**src/cpw_pkg.sv**
```systemverilog
// Shared types, constants and the normalization step for the cocircularity pair weight unit.
// No dependencies.
`timescale 1ns / 1ps
package cpw_pkg;

    localparam int COORD_BITS = 12;
    localparam int FRAC_BITS  = 14;
    localparam int DIR_W      = 16;
    localparam int FIELD_W    = 12;

    localparam int SQ_W   = 2 * COORD_BITS;
    localparam int ACC_W  = 2 * COORD_BITS + 2 * FRAC_BITS + 6;
    localparam int UM_W   = FRAC_BITS + 1;
    localparam int U_W    = FRAC_BITS + 2;
    localparam int NSTG   = FRAC_BITS + 1;

    localparam int CFG_W     = 16;
    localparam int CFG_IDX_W = 2;
    localparam logic [CFG_IDX_W-1:0] REG_CONE   = 2'd0;
    localparam logic [CFG_IDX_W-1:0] REG_COCIRC = 2'd1;
    localparam logic [CFG_IDX_W-1:0] REG_BINARY = 2'd2;

    localparam int WEIGHT_W = 15;
    localparam longint unsigned ONE_Q = 64'd1 << FRAC_BITS;
    localparam longint unsigned CAP_Q = (ONE_Q < 64'd32767) ? ONE_Q : 64'd32767;
    localparam longint unsigned KEEP_Q = (ONE_Q * 64'd1580030169) >> 32;
    localparam logic [WEIGHT_W-1:0] CAP        = WEIGHT_W'(CAP_Q);
    localparam logic [WEIGHT_W-1:0] KEEP_LEVEL = WEIGHT_W'(KEEP_Q);

    typedef struct packed {
        logic [FIELD_W-1:0]      center_row;
        logic [FIELD_W-1:0]      center_col;
        logic [FIELD_W-1:0]      neighbor_row;
        logic [FIELD_W-1:0]      neighbor_col;
        logic signed [DIR_W-1:0] center_dir_x;
        logic signed [DIR_W-1:0] center_dir_y;
        logic signed [DIR_W-1:0] neighbor_dir_x;
        logic signed [DIR_W-1:0] neighbor_dir_y;
    } pair_t;

    typedef struct packed {
        logic [WEIGHT_W-1:0] weight;
        logic                keep_edge;
    } result_t;

    typedef struct packed {
        logic [SQ_W-1:0]         ax2;
        logic [SQ_W-1:0]         ay2;
        logic                    neg_x;
        logic                    neg_y;
        logic signed [DIR_W-1:0] v1x;
        logic signed [DIR_W-1:0] v1y;
        logic signed [DIR_W-1:0] v2x;
        logic signed [DIR_W-1:0] v2y;
    } front_item_t;

    typedef struct packed {
        logic signed [ACC_W-1:0] acc;
        logic signed [ACC_W-1:0] lin;
        logic signed [ACC_W-1:0] rhs;
        logic [UM_W-1:0]         mag;
    } lane_t;

    typedef struct packed {
        logic signed [ACC_W-1:0] d2;
        logic                    zero;
        logic                    neg_x;
        logic                    neg_y;
        logic signed [DIR_W-1:0] v1x;
        logic signed [DIR_W-1:0] v1y;
        logic signed [DIR_W-1:0] v2x;
        logic signed [DIR_W-1:0] v2y;
    } side_t;

    typedef struct packed {
        logic signed [U_W-1:0]   ux;
        logic signed [U_W-1:0]   uy;
        logic signed [DIR_W-1:0] v1x;
        logic signed [DIR_W-1:0] v1y;
        logic signed [DIR_W-1:0] v2x;
        logic signed [DIR_W-1:0] v2y;
    } unit_word_t;

    typedef struct packed {
        logic signed [DIR_W-1:0] cone;
        logic signed [DIR_W-1:0] cocirc;
        logic                    binary;
    } cfg_t;

    // Tries bit k of the magnitude: keeps it if (2m-1)^2 * d2 <= rhs.
    // acc holds (2m-1)^2 * d2, lin holds (2m-1) * d2.
    function automatic lane_t lane_step(lane_t ln, logic signed [ACC_W-1:0] d2, int k);
        lane_t                   res;
        logic signed [ACC_W-1:0] trial;
        logic signed [ACC_W-1:0] lin_t;
        res   = ln;
        trial = ln.acc + (ln.lin <<< (k + 2)) + (d2 <<< (2 * k + 2));
        lin_t = ln.lin + (d2 <<< (k + 1));
        if (trial <= ln.rhs)
        begin
            res.acc    = trial;
            res.lin    = lin_t;
            res.mag[k] = 1'b1;
        end
        return res;
    endfunction

endpackage

```
**src/cpw_front.sv**
```systemverilog
// Front end: takes a pixel pair, forms the offset magnitudes, signs and squares.
// Depends on cpw_pkg.
`timescale 1ns / 1ps
module cpw_front
    import cpw_pkg::*;
(
    input  pair_t       pair,
    output front_item_t item
);

    logic signed [COORD_BITS:0] dx;
    logic signed [COORD_BITS:0] dy;
    logic [COORD_BITS-1:0]      ax;
    logic [COORD_BITS-1:0]      ay;

    always_comb
    begin
        dx = $signed({1'b0, pair.neighbor_col[COORD_BITS-1:0]})
           - $signed({1'b0, pair.center_col[COORD_BITS-1:0]});
        dy = $signed({1'b0, pair.neighbor_row[COORD_BITS-1:0]})
           - $signed({1'b0, pair.center_row[COORD_BITS-1:0]});
        ax = dx[COORD_BITS] ? COORD_BITS'(-dx) : COORD_BITS'(dx);
        ay = dy[COORD_BITS] ? COORD_BITS'(-dy) : COORD_BITS'(dy);
        item.ax2   = SQ_W'(ax) * SQ_W'(ax);
        item.ay2   = SQ_W'(ay) * SQ_W'(ay);
        item.neg_x = dx[COORD_BITS];
        item.neg_y = dy[COORD_BITS];
        item.v1x   = pair.center_dir_x;
        item.v1y   = pair.center_dir_y;
        item.v2x   = pair.neighbor_dir_x;
        item.v2y   = pair.neighbor_dir_y;
    end

endmodule

```
**config.mk**
```make
export PLATFORM = sky130hd
export DESIGN_NAME = cpw_front
export DESIGN_NICKNAME = d
export VERILOG_FILES = /design/src/cpw_pkg.sv /design/src/cpw_front.sv
export SDC_FILE = /design/constraint.sdc
export NUM_CORES = 1
export LEC_CHECK = 0
export ABC_AREA = 1
export BUFFER_PORTS_ARGS = -buffer_cell sky130_fd_sc_hd__buf_4
export CAP_MARGIN = 20
export CORE_AREA = 2 2 130 157
export DETAILED_ROUTE_END_ITERATION = 10
export DIE_AREA = 0 0 132 159
export GPL_TIMING_DRIVEN = 0
export PLACE_DENSITY = 0.8
export RECOVER_POWER = 25
export SYNTH_ARGS = -nofsm -noshare
export SYNTH_HDL_FRONTEND = slang
export SYNTH_SLANG_ARGS = --single-unit
```
**constraint.sdc**
```tcl
create_clock -name vclk -period 6.43
set_input_delay 0.3215 -clock vclk [all_inputs]
set_output_delay 0.3215 -clock vclk [all_outputs]
set_load 0.01 [all_outputs]
```
==> insert_results.sql <==
INSERT INTO impl_metrics (metric_group, metric, value, unit) VALUES
('clock_network', 'hold_buffers', '0', ''),
('synth', 'most_common_cell_in_the_synthesized_netlist', 'sky130_fd_sc_hd__inv_1', ''),
('place', 'post-place-cells', '1823', ''),
('run', 'max_cap_viol_count', '0', ''),
('routing', 'finalWirelength', '33600', 'µm'),
('min_path', 'hp-class', 'input port to primary output', ''),
('synth', 'synthAdderAreaFrac', '0.487', ''),
('synth', 'post_synthesis_compound_gate_area_fraction', '0.0622', ''),
('status', 'result_of_the_run', 'complete, but fails checks', ''),
('final_layout', 'design.seq.count', '0', ''),
('synth', 'post_synth_mux_area_share', '0', ''),
('sta', 'grt_setup_unrepaired', 'yes', ''),
('synth', 'synth_area', '10100', 'µm²'),
('synth', 'seq_area_frac_synth', '0', ''),
('global_routing', 'antenna_found_initial', '0', ''),
('global_routing', 'grt_pass1_vias', '10500', ''),
('sta', 'tightestPinTransition', '0.631', 'ns'),
('global_routing', 'grt_pass1_wl', '45900', 'µm'),
('floorplanning', 'fp.dieH', '159', 'µm'),
('synth', 'postSynthCellCount', '1401', ''),
('synth', 'netlist_top_cells_area', 'sky130_fd_sc_hd__fa_1 (32%), sky130_fd_sc_hd__ha_1 (17%), sky130_fd_sc_hd__inv_1 (13%), sky130_fd_sc_hd__nand2_1 (9.5%), sky130_fd_sc_hd__buf_4 (5.0%)', ''),
('floorplanning', 'core.rowCount', '56', ''),
('global_routing', 'pin_count_of_the_biggest_net_entering_global_routing', '11', ''),
('sta', 'timing.final.ws_setup', '-0.729', 'ns'),
('synth', 'syn-mean-instance-area', '7.23', 'µm²'),
('synth', 'yosysWarningCount', '0', ''),
('routing', 'first_pass_iters', '5', ''),
('floorplanning', 'die_w', '132', 'µm'),
('floorplanning', 'fp.coreArea', '19400', 'µm²'),
('place', 'io_buffers', '160', ''),
('global_routing', 'grt.overflow.total', '0', ''),
('critical_path', 'crit_required', '6.11', 'ns'),
('routing', 'vias_per_cell', '5.40', ''),
('critical_path', 'timing_worst_setup_path_type', 'input port to primary output', ''),
('sta', 'timing.final.max_slew_violations', '0', ''),
('final_layout', 'clkbuf_count', '0', ''),
('critical_path', 'crit_slowest_cell', 'sky130_fd_sc_hd__fa_2', ''),
('status', 'violations', 'setup timing', ''),
('routing', 'starting_drc_count_in_detailed_routing', '631', ''),
('final_layout', 'final-seq-area', '0', 'µm²'),
('place', 'detailed_place_hpwl', '20400', 'µm'),
('critical_path', 'endpoint_kind', 'primary output', ''),
('floorplanning', 'die_area', '21000', 'µm²'),
('global_routing', 'total_track_usage', '0.258', ''),
('synth', 'ys_types', '47', ''),
('critical_path', 'timing.critical_path.mode_cell', 'sky130_fd_sc_hd__inv_2', ''),
('critical_path', 'crit_fanout', '7', ''),
('final_layout', 'final_cells', '1964', ''),
('critical_path', 'critPathArrivalTime', '6.84', 'ns'),
('final_layout', 'area_growth', '42.2', '%'),
('place', 'gpl.final_weighted_congestion', '0.897', ''),
('final_layout', 'antenna_cells', '0', ''),
('routing', 'wl_per_cell', '17.1', 'µm'),
('routing', 'route.antenna.remaining_nets', '0', ''),
('final_layout', 'final_net_count', '2114', ''),
('critical_path', 'critical_path_start_type', 'input port', ''),
('synth', 'post-synth-top-area-fraction', '0.320', ''),
('routing', 'drc', '0', ''),
('sta', 'setup_viol', '26', ''),
('synth', 'post_synth_xor_area_fraction', '0.0472', ''),
('final_layout', 'final_core_util', '0.743', ''),
('synth', 'post_synth_most_frequent_cells', 'sky130_fd_sc_hd__inv_1 (356), sky130_fd_sc_hd__nand2_1 (257), sky130_fd_sc_hd__fa_1 (162)', ''),
('place', 'dp_slack', '-1.18', 'ns'),
('floorplanning', 'io-pin-count', '226', ''),
('routing', 'vias', '10600', ''),
('floorplanning', 'start_util', '0.522', ''),
('sta', 'timing.fmax', '0.140', 'GHz'),
('synth', 'combinational_family_with_the_most_area_after_synthesis', 'adder cells', ''),
('sta', 'layout_min_cycle_time', '7.16', 'ns'),
('sta', 'period_share', '1.11', ''),
('critical_path', 'timing.critical_path.slowest_cell_delay', '0.53', 'ns'),
('sta', 'report.final.hold_viol_count', '0', ''),
('synth', 'synth-simple-area-share', '0.209', ''),
('final_layout', 'layout-drive-gt1-share', '0.392', ''),
('sta', 'relSlewSlack', '0.579', ''),
('synth', 'synth_largest_area_cell', 'sky130_fd_sc_hd__fa_1', ''),
('sta', 'timing.setup.tns', '-11.78', 'ns');
## routing by layer
layer / vias to the layer above / GRT usage / part of all wire
met1: 5035 / 0.281 / 0.34
met2: 612 / 0.511 / 0.52
met4: 0 / 0.0988 / 0.066
met5: - / 0 / 0
met3: 201 / 0.0210 / 0.067
li1: 4748 / - / -
## placed cells by master (no fill, tap or decap), drive strengths merged, types with 4 or more instances in the layout
master	n
inv	369
nand2	270
buf	353
nand3b	6
fa	162
a21oi	44
clkbuf	25
nand4	12
a21o	12
o21ai	25
xor2	33
nand3	61
nor4	4
ha	135
nor2	142
o21bai	5
xnor2	16
a21boi	4
## final timing paths
path                  startpoint  endpoint  slack [ns]  cells after the start
worst min-delay path     pair[9]   item[9]        0.82                      2
worst max-delay path    pair[76]  item[89]       -0.73                     37
## cells by family after synthesis
group                    count (synthesis)
AND/OR/NAND/NOR                        500
AO/OA/AOI/OAI                          104
buffers and inverters                  450
XOR/XNOR                                49
adder cells (fa/ha/maj)                297
other                                    1
## per-stage QoR
stage	hold slack, ns	instance area, µm²
after floorplan	0.735	10200
after global placement	0.820	11800
after detailed placement	0.820	11800
after CTS	0.820	13400
after global routing	0.827	14400
final	0.819	14400
## timing repair
item,4_1_cts,5_1_grt
setup buffers,94,51
endpoints found under the hold margin,0,0
resized for setup,245,157
endpoints found under the setup margin,31,31
pin swaps,133,113
## critical path: cells and delay by family
kind | cells | cell delay (ns)
adder cells (fa/ha/maj) | 9 | 3.45
AND/OR/NAND/NOR | 13 | 1.42
AO/OA/AOI/OAI | 4 | 0.84
buffers and inverters | 11 | 0.77
## final cells by class
| type | count | area [µm²] |
|---|---|---|
| multi-input cells | 952 | 9690 |
| fillers | 1273 | 4990 |
| repair buffers | 301 | 2340 |
| inverters | 373 | 1460 |
| plain buffers | 77 | 593 |
| well taps | 261 | 327 |
Power is left out: the tool's default activity adds up to more than one toggle a clock period on the data nets, which glitch-free logic cannot reach.
