==> src/cpw_pkg.sv <==
// Shared types, constants and the normalization step for the cocircularity pair weight unit.
// No dependencies.
`timescale 1ns / 1ps
package cpw_pkg;

    localparam int COORD_BITS = 12;
    localparam int FRAC_BITS  = 14;
    localparam int DIR_W      = 16;
    localparam int FIELD_W    = 12;

    localparam int SQ_W   = 2 * COORD_BITS;
    localparam int ACC_W  = 2 * COORD_BITS + 2 * FRAC_BITS + 6;
    localparam int UM_W   = FRAC_BITS + 1;
    localparam int U_W    = FRAC_BITS + 2;
    localparam int NSTG   = FRAC_BITS + 1;

    localparam int CFG_W     = 16;
    localparam int CFG_IDX_W = 2;
    localparam logic [CFG_IDX_W-1:0] REG_CONE   = 2'd0;
    localparam logic [CFG_IDX_W-1:0] REG_COCIRC = 2'd1;
    localparam logic [CFG_IDX_W-1:0] REG_BINARY = 2'd2;

    localparam int WEIGHT_W = 15;
    localparam longint unsigned ONE_Q = 64'd1 << FRAC_BITS;
    localparam longint unsigned CAP_Q = (ONE_Q < 64'd32767) ? ONE_Q : 64'd32767;
    localparam longint unsigned KEEP_Q = (ONE_Q * 64'd1580030169) >> 32;
    localparam logic [WEIGHT_W-1:0] CAP        = WEIGHT_W'(CAP_Q);
    localparam logic [WEIGHT_W-1:0] KEEP_LEVEL = WEIGHT_W'(KEEP_Q);

    typedef struct packed {
        logic [FIELD_W-1:0]      center_row;
        logic [FIELD_W-1:0]      center_col;
        logic [FIELD_W-1:0]      neighbor_row;
        logic [FIELD_W-1:0]      neighbor_col;
        logic signed [DIR_W-1:0] center_dir_x;
        logic signed [DIR_W-1:0] center_dir_y;
        logic signed [DIR_W-1:0] neighbor_dir_x;
        logic signed [DIR_W-1:0] neighbor_dir_y;
    } pair_t;

    typedef struct packed {
        logic [WEIGHT_W-1:0] weight;
        logic                keep_edge;
    } result_t;

    typedef struct packed {
        logic [SQ_W-1:0]         ax2;
        logic [SQ_W-1:0]         ay2;
        logic                    neg_x;
        logic                    neg_y;
        logic signed [DIR_W-1:0] v1x;
        logic signed [DIR_W-1:0] v1y;
        logic signed [DIR_W-1:0] v2x;
        logic signed [DIR_W-1:0] v2y;
    } front_item_t;

    typedef struct packed {
        logic signed [ACC_W-1:0] acc;
        logic signed [ACC_W-1:0] lin;
        logic signed [ACC_W-1:0] rhs;
        logic [UM_W-1:0]         mag;
    } lane_t;

    typedef struct packed {
        logic signed [ACC_W-1:0] d2;
        logic                    zero;
        logic                    neg_x;
        logic                    neg_y;
        logic signed [DIR_W-1:0] v1x;
        logic signed [DIR_W-1:0] v1y;
        logic signed [DIR_W-1:0] v2x;
        logic signed [DIR_W-1:0] v2y;
    } side_t;

    typedef struct packed {
        logic signed [U_W-1:0]   ux;
        logic signed [U_W-1:0]   uy;
        logic signed [DIR_W-1:0] v1x;
        logic signed [DIR_W-1:0] v1y;
        logic signed [DIR_W-1:0] v2x;
        logic signed [DIR_W-1:0] v2y;
    } unit_word_t;

    typedef struct packed {
        logic signed [DIR_W-1:0] cone;
        logic signed [DIR_W-1:0] cocirc;
        logic                    binary;
    } cfg_t;

    // Tries bit k of the magnitude: keeps it if (2m-1)^2 * d2 <= rhs.
    // acc holds (2m-1)^2 * d2, lin holds (2m-1) * d2.
    function automatic lane_t lane_step(lane_t ln, logic signed [ACC_W-1:0] d2, int k);
        lane_t                   res;
        logic signed [ACC_W-1:0] trial;
        logic signed [ACC_W-1:0] lin_t;
        res   = ln;
        trial = ln.acc + (ln.lin <<< (k + 2)) + (d2 <<< (2 * k + 2));
        lin_t = ln.lin + (d2 <<< (k + 1));
        if (trial <= ln.rhs)
        begin
            res.acc    = trial;
            res.lin    = lin_t;
            res.mag[k] = 1'b1;
        end
        return res;
    endfunction

endpackage

==> src/cpw_queue.sv <==
// Two-word queue between the front end and the back end.
// Depends on cpw_pkg.
`timescale 1ns / 1ps
module cpw_queue
    import cpw_pkg::*;
(
    input  logic        clk,
    input  logic        rst_n,
    input  logic        push,
    input  front_item_t push_word,
    input  logic        pop,
    output logic        empty,
    output logic        full,
    output front_item_t pop_word
);

    front_item_t mem [0:1];
    logic        wr_ptr_reg;
    logic        rd_ptr_reg;
    logic [1:0]  count_reg;
    logic        wr_ptr_next;
    logic        rd_ptr_next;
    logic [1:0]  count_next;
    logic        do_push;
    logic        do_pop;

    assign empty    = (count_reg == 2'd0);
    assign full     = (count_reg == 2'd2);
    assign do_push  = push && !full;
    assign do_pop   = pop && !empty;
    assign pop_word = mem[rd_ptr_reg];

    always_comb
    begin
        wr_ptr_next = wr_ptr_reg ^ do_push;
        rd_ptr_next = rd_ptr_reg ^ do_pop;
        count_next  = count_reg + 2'(do_push) - 2'(do_pop);
    end

    always_ff @(posedge clk or negedge rst_n)
    begin
        if (!rst_n)
        begin
            wr_ptr_reg <= 1'b0;
            rd_ptr_reg <= 1'b0;
            count_reg  <= 2'd0;
        end
        else
        begin
            wr_ptr_reg <= wr_ptr_next;
            rd_ptr_reg <= rd_ptr_next;
            count_reg  <= count_next;
        end
    end

    always_ff @(posedge clk)
    begin
        if (do_push)
        begin
            mem[wr_ptr_reg] <= push_word;
        end
    end

endmodule

==> config.mk <==
export PLATFORM = sky130hd
export DESIGN_NAME = cpw_queue
export DESIGN_NICKNAME = d
export VERILOG_FILES = /design/src/cpw_pkg.sv /design/src/cpw_queue.sv
export SDC_FILE = /design/constraint.sdc
export NUM_CORES = 1
export LEC_CHECK = 0
export BUFFER_PORTS_ARGS = -buffer_cell sky130_fd_sc_hd__buf_2
export CAP_MARGIN = 30
export CORE_MARGIN = 2
export CORE_UTILIZATION = 30
export CTS_CLUSTER_SIZE = 25
export DETAILED_ROUTE_END_ITERATION = 7
export HOLD_SLACK_MARGIN = 0.12
export SLEW_MARGIN = 20
export SYNTH_ARGS = -nofsm -noshare
export SYNTH_HDL_FRONTEND = slang
export SYNTH_SLANG_ARGS = --single-unit
export TNS_END_PERCENT = 10
==> constraint.sdc <==
create_clock -name clk -period 4.2 [get_ports clk]
set_input_delay 0.84 -clock clk [delete_from_list [all_inputs] [get_ports clk]]
set_output_delay 0.84 -clock clk [all_outputs]
set_load 0.01 [all_outputs]
==> results.toml, run 1 <==
[status]
status = "finished, final reports clean"

[drt]
vias = 4329
ant_nets = 0
wire_per_inst_microns = 16.3
drt_iter0_drc = 168
firstDrtPassIters = 4
drcViolationCount = 0
wirelength_mm = 16.8
vias_per_cell = 4.20

[pwr]
powerDensity_nw_per_um2 = 696
p_sw_w = 0.00221
power_frac_seq = 0.425
max-vdd-ir-drop_v = 0.000431
p_clk_frac = 0.268
cellLeakagePower_nw = 4.24
power.internal_w = 0.00551
switching_share = 0.286
combPwrFrac = 0.307

[synthesis]
syn_area_per_cell_sq_um = 23.1
synthCells = 375
yosysSeqAreaShare = 0.803
synth_warnings = 0
synth-seq-cells = 232
syn_area_sq_um = 8650
yosysUniqueCellTypes = 15
syn-num-nets = 497

[global_route]
first_global_vias = 4532
antenna_found_initial = 2
grt_overflow = 0
grt_use_total = 0.107
grt_pass1_wl_mm = 25.3
grt_max_degree = 77

[layout]
seqCellArea_sq_um = 6950
syn2layout_area_growth_pct = 28.2
post-route-cell-area_sq_um = 11100
nNetsFinal = 752
fillCellCount = 2676
largest_reg_flops = 228
drive_above_1_share = 0.608
multiInputGateArea_sq_um = 1600
fin_cells = 1031
layout_common_cells = "buf_2 (233), edfxtp_1 (228), mux2_2 (64)"
layout_commonest_cell = "buf_2"

[critical_path]
critPathKind = "reg -> out"
arrival_ns = 2.10
endpoint_kind = "primary output"
start_kind = "flop"
path_cells = "buf_4 -> mux2_2 -> buf_2"
critPathSlowestCell = "buf_4"
slowest_delay_ns = 0.55
cp_max_fo = 39
worstPathRequired_ns = 3.36

[placement]
dp_hpwl_mm = 11.0
gp_congestion = 0.680
place_area_sq_um = 10300
io_buffers = 233
post-place-cells = 985
place_ws_ns = 1.73

[sta]
fin_skew_ns = 0.00992
max-slew-margin-rel = 0.518
tightestPinTransition_ns = 0.723
finalSetupTns_ns = 0
period_needed_ns = 2.94
fin_ws_ns = 1.26
holdWs_ns = 0.505
timing_hold_violations_final = 0
period_share = 0.701
max_freq_mhz = 340
rsz0062_at_grt = "false"
setup_viol = 0
slew_violations = 0

[clock_network]
cts.sinks = 232
cts_max_level = 1
clock-root-buffer = "clkbuf_16"
cts_buffer_depth = 3
clkLatencyLatePin_ns = 0.52
path_clk_slew_ns = 0.06
cts_buffers = 26
cts_tree = "done"

[die]
boundaryPins = 234
die_x_microns = 174
core-area_sq_um = 28500
initial_utilization = 0.303
num_rows = 62
die_h_microns = 174
die-area_sq_um = 30200

[flow_run]
cap_violations = 0

[worst_hold_path]
hp-class = "in -> reg"
## per-layer routing
| layer | global-route usage | vias to the layer above | wire length [microns] | share of wire |
|---|---|---|---|---|
| met5 | 0 | - | 7 | 0.00042 |
| met3 | 0.0425 | 32 | 1650 | 0.098 |
| met4 | 0.0326 | 2 | 391 | 0.023 |
| li1 | - | 1997 | - | - |
| met1 | 0.137 | 2129 | 7140 | 0.43 |
| met2 | 0.167 | 169 | 7580 | 0.45 |
## kinds of logic after synthesis
group,share of synthesized area
fa+ha+maj,0.00579
mux,0.170
buf+inv,0.0143
compound gates,0.000869
xor+xnor,0.00304
flops,0.803
simple gates,0.00232
## critical path: cells and delay by family, from the launching register on
kind | cells | cell delay [ns]
flops | 1 | 0.42
buf+inv | 2 | 0.69
mux | 1 | 0.42
## metrics by stage
step           power, W   util
2_1_floorplan   0.00495      -
6_report        0.00772  0.388
4_1_cts         0.00787  0.388
3_5_place_dp    0.00576  0.361
3_3_place_gp    0.00573  0.361
5_1_grt         0.00812  0.388
## synthesized netlist by cell type
| cell type | instances | area (sq um) |
|---|---|---|
| buf_6 | 7 | 78.8 |
| xnor2_1 | 2 | 17.5 |
| ha_1 | 4 | 50.1 |
| edfxtp_1 | 228 | 6850 |
| mux2_2 | 64 | 721 |
| nand2b_1 | 1 | 6.26 |
| and2_1 | 1 | 6.26 |
| inv_1 | 4 | 15.0 |
| nor2_1 | 1 | 3.75 |
| dfrtp_1 | 4 | 100 |
| buf_2 | 6 | 30.0 |
| nand2_1 | 1 | 3.75 |
| o21a_1 | 1 | 7.51 |
| mux2_4 | 50 | 751 |
| xor2_1 | 1 | 8.76 |
## area by class of cell
cell class,count,area share
clock buffers,30,0.0620
well taps,384,0.0433
multi-input cells,126,0.144
inverters,4,0.00135
clock inverters,13,0.00813
diodes,2,0.000451
repair buffers,240,0.114
flip-flops and latches,232,0.627
## repair_timing
| action | in CTS | in global routing |
|---|---|---|
| hold endpoints to repair | 4 | 0 |
| buffers inserted | 0 | 0 |
| gates resized for setup | 0 | 0 |
| hold buffers | 1 | 0 |
## power by group through the flow
stage | Sequential [W] | Combinational (W) | Clock (W)
floorplan | 0.00336 | 0.00159 | 0
global placement | 0.00331 | 0.00242 | 0
detailed placement | 0.00333 | 0.00243 | 0
CTS | 0.00329 | 0.00244 | 0.00215
global route | 0.00333 | 0.00256 | 0.00223
finish | 0.00328 | 0.00237 | 0.00207
## final timing paths
check,start,to,slack (ns),depth (start not counted)
worst max-delay path,rd_ptr_reg$_DFF_PN0_,pop_word[7],1.26,3
worst min-delay path,push_word[105],mem[1][105]$_DFFE_PP_,0.50,1
worst max register to register,count_reg[1]$_DFF_PN0_,mem[1][23]$_DFFE_PP_,2.08,4
worst min register to register,count_reg[1]$_DFF_PN0_,count_reg[1]$_DFF_PN0_,0.53,1
max in group asynchronous,rst_n,rd_ptr_reg$_DFF_PN0_,3.37,2
min in group asynchronous,rst_n,rd_ptr_reg$_DFF_PN0_,0.67,2
Note: power is estimated with default switching activity, not from simulation.
==> run 2: changes to the inputs <==
==> constraint.sdc (replaced) <==
create_clock -name clk -period 2.89 [get_ports clk]
set_input_delay 0.578 -clock clk [delete_from_list [all_inputs] [get_ports clk]]
set_output_delay 0.578 -clock clk [all_outputs]
set_load 0.01 [all_outputs]
==> run 2 against run 1 <==
Critical path depth did not move. Critical path type unchanged. First-iteration DRC count grew 32%. Sequential power rose by 46%. Design area down 0.20%. Hold slack got worse by 0.25 ns. Global-route usage shrank 0.16 points. Flip-flop and latch count stayed put. Total power grew 43%. Via count down 0.81%. Wire length shrank 0.69%. Count of clock-buffer cells in the layout is 1 higher. Core utilization fell by 0.079 points.
==> results.toml, run 2 (same netlist as run 1, synthesis figures left out) <==
[clock_network]
cts_buffer_depth = 3
cts_tree = "done"
cts.sinks = 232
hold_buffers = 1
cts_max_level = 1
cts_buffers = 25
clock-root-buffer = "clkbuf_16"
clkLatencyLatePin_ns = 0.51
cts_resized = 0
path_clk_slew_ns = 0.06
cts_setup_buffers = 0

[critical_path]
path_cells = "buf_12 -> mux2_2 -> buf_2"
slowest_delay_ns = 0.44
reg2reg_depth = 4
critPathSlowestCell = "dfrtp_4"
worstPathRequired_ns = 2.31
arrival_ns = 1.92
start_kind = "flop"
endpoint_kind = "primary output"
critPathKind = "reg -> out"
cp_max_fo = 64

[layout]
nNetsFinal = 752
layout_commonest_cell = "buf_2"
drive_above_1_share = 0.601
largest_reg_flops = 228
post-route-cell-area_sq_um = 11100
fin_cells = 1032
layout_common_cells = "buf_2 (233), edfxtp_1 (228), mux2_2 (64)"
syn2layout_area_growth_pct = 28.0

[drt]
vias = 4294
drcViolationCount = 0
ant_nets = 0
wirelength_mm = 16.7
firstDrtPassIters = 4
wire_per_inst_microns = 16.1
drt_iter0_drc = 222
vias_per_cell = 4.16

[die]
num_rows = 62
die_x_microns = 174
die_h_microns = 174
boundaryPins = 234
initial_utilization = 0.303
die-area_sq_um = 30200
core-area_sq_um = 28500

[sta]
fin_ws_ns = 0.390
period_needed_ns = 2.50
setup_viol = 0
max-slew-margin-rel = 0.666
rsz0062_at_grt = "false"
tightestPinTransition_ns = 0.501
slew_violations = 0
period_share = 0.865
timing_hold_violations_final = 0
fin_skew_ns = 0.00864
max_freq_mhz = 400

[placement]
place_ws_ns = 0.839
gp_congestion = 0.695
io_buffers = 233
place_area_sq_um = 10300
post-place-cells = 986
dp_hpwl_mm = 11.0

[global_route]
first_global_vias = 4477
grt_overflow = 0
grt_max_degree = 65
antenna_found_initial = 4
grt_pass1_wl_mm = 24.9
grt_use_total = 0.105

[worst_hold_path]
hp-class = "in -> reg"
holdPathStages = 1

[pwr]
powerDensity_nw_per_um2 = 996
p_clk_frac = 0.252
cellLeakagePower_nw = 4.22
combPwrFrac = 0.315
max-vdd-ir-drop_v = 0.000654
power_frac_seq = 0.434
switching_share = 0.287
power.internal_w = 0.00786
p_sw_w = 0.00316

[flow_run]
cap_violations = 0

[status]
status = "finished, final reports clean"
-- run 2: power groups by stage --
stage               Sequential, W  Combinational, W  Clock (W)
finish                    0.00478           0.00347    0.00277
detailed placement        0.00486           0.00355          0
global placement          0.00483           0.00354          0
CTS                       0.00479           0.00357    0.00288
global route              0.00485           0.00376    0.00300
floorplan                 0.00488           0.00231          0
-- run 2: critical path: cells and delay by family, from the launching register on --
| family | cells | cell delay, ns |
|---|---|---|
| buffers and inverters | 2 | 0.47 |
| flip-flops | 1 | 0.44 |
| multiplexers | 1 | 0.39 |
-- run 2: final cells by class --
cell class | instances | area [sq um]
diodes | 2 | 5.00
clock buffers | 31 | 648
clock inverters | 12 | 61.3
fillers | 2708 | 17500
inverters | 4 | 15.0
multi-input cells | 126 | 1600
flip-flops and latches | 232 | 6950
well taps | 384 | 480
repair buffers | 241 | 1300
-- run 2: path summary, 6_finish.rpt --
check | slack (ns) | startpoint | end
setup / recovery | 0.39 | rd_ptr_reg$_DFF_PN0_ | pop_word[13]
hold / removal | 0.25 | push_word[25] | mem[0][25]$_DFFE_PP_
setup reg to reg | 1.00 | count_reg[0]$_DFF_PN0_ | mem[0][19]$_DFFE_PP_
hold reg to reg | 0.54 | count_reg[1]$_DFF_PN0_ | count_reg[1]$_DFF_PN0_
max in group asynchronous | 2.35 | rst_n | rd_ptr_reg$_DFF_PN0_
min in group asynchronous | 0.41 | rst_n | rd_ptr_reg$_DFF_PN0_
-- run 2: through the flow --
stage	util	power [W]	setup TNS, ns	hold WS, ns
floorplan	-	0.00719	-226.12	0.282
global placement	0.362	0.00837	0	0.393
detailed placement	0.362	0.00841	0	0.395
CTS	0.387	0.0112	0	0.226
global route	0.387	0.0116	0	0.226
finish	0.388	0.0110	0	0.253
-- run 2: metal layers --
metal,share of wire,up-vias,track usage
li1,-,1999,-
met1,0.41,2093,0.128
met2,0.47,170,0.171
met3,0.10,28,0.0458
met4,0.019,4,0.0291
met5,0.00084,-,0
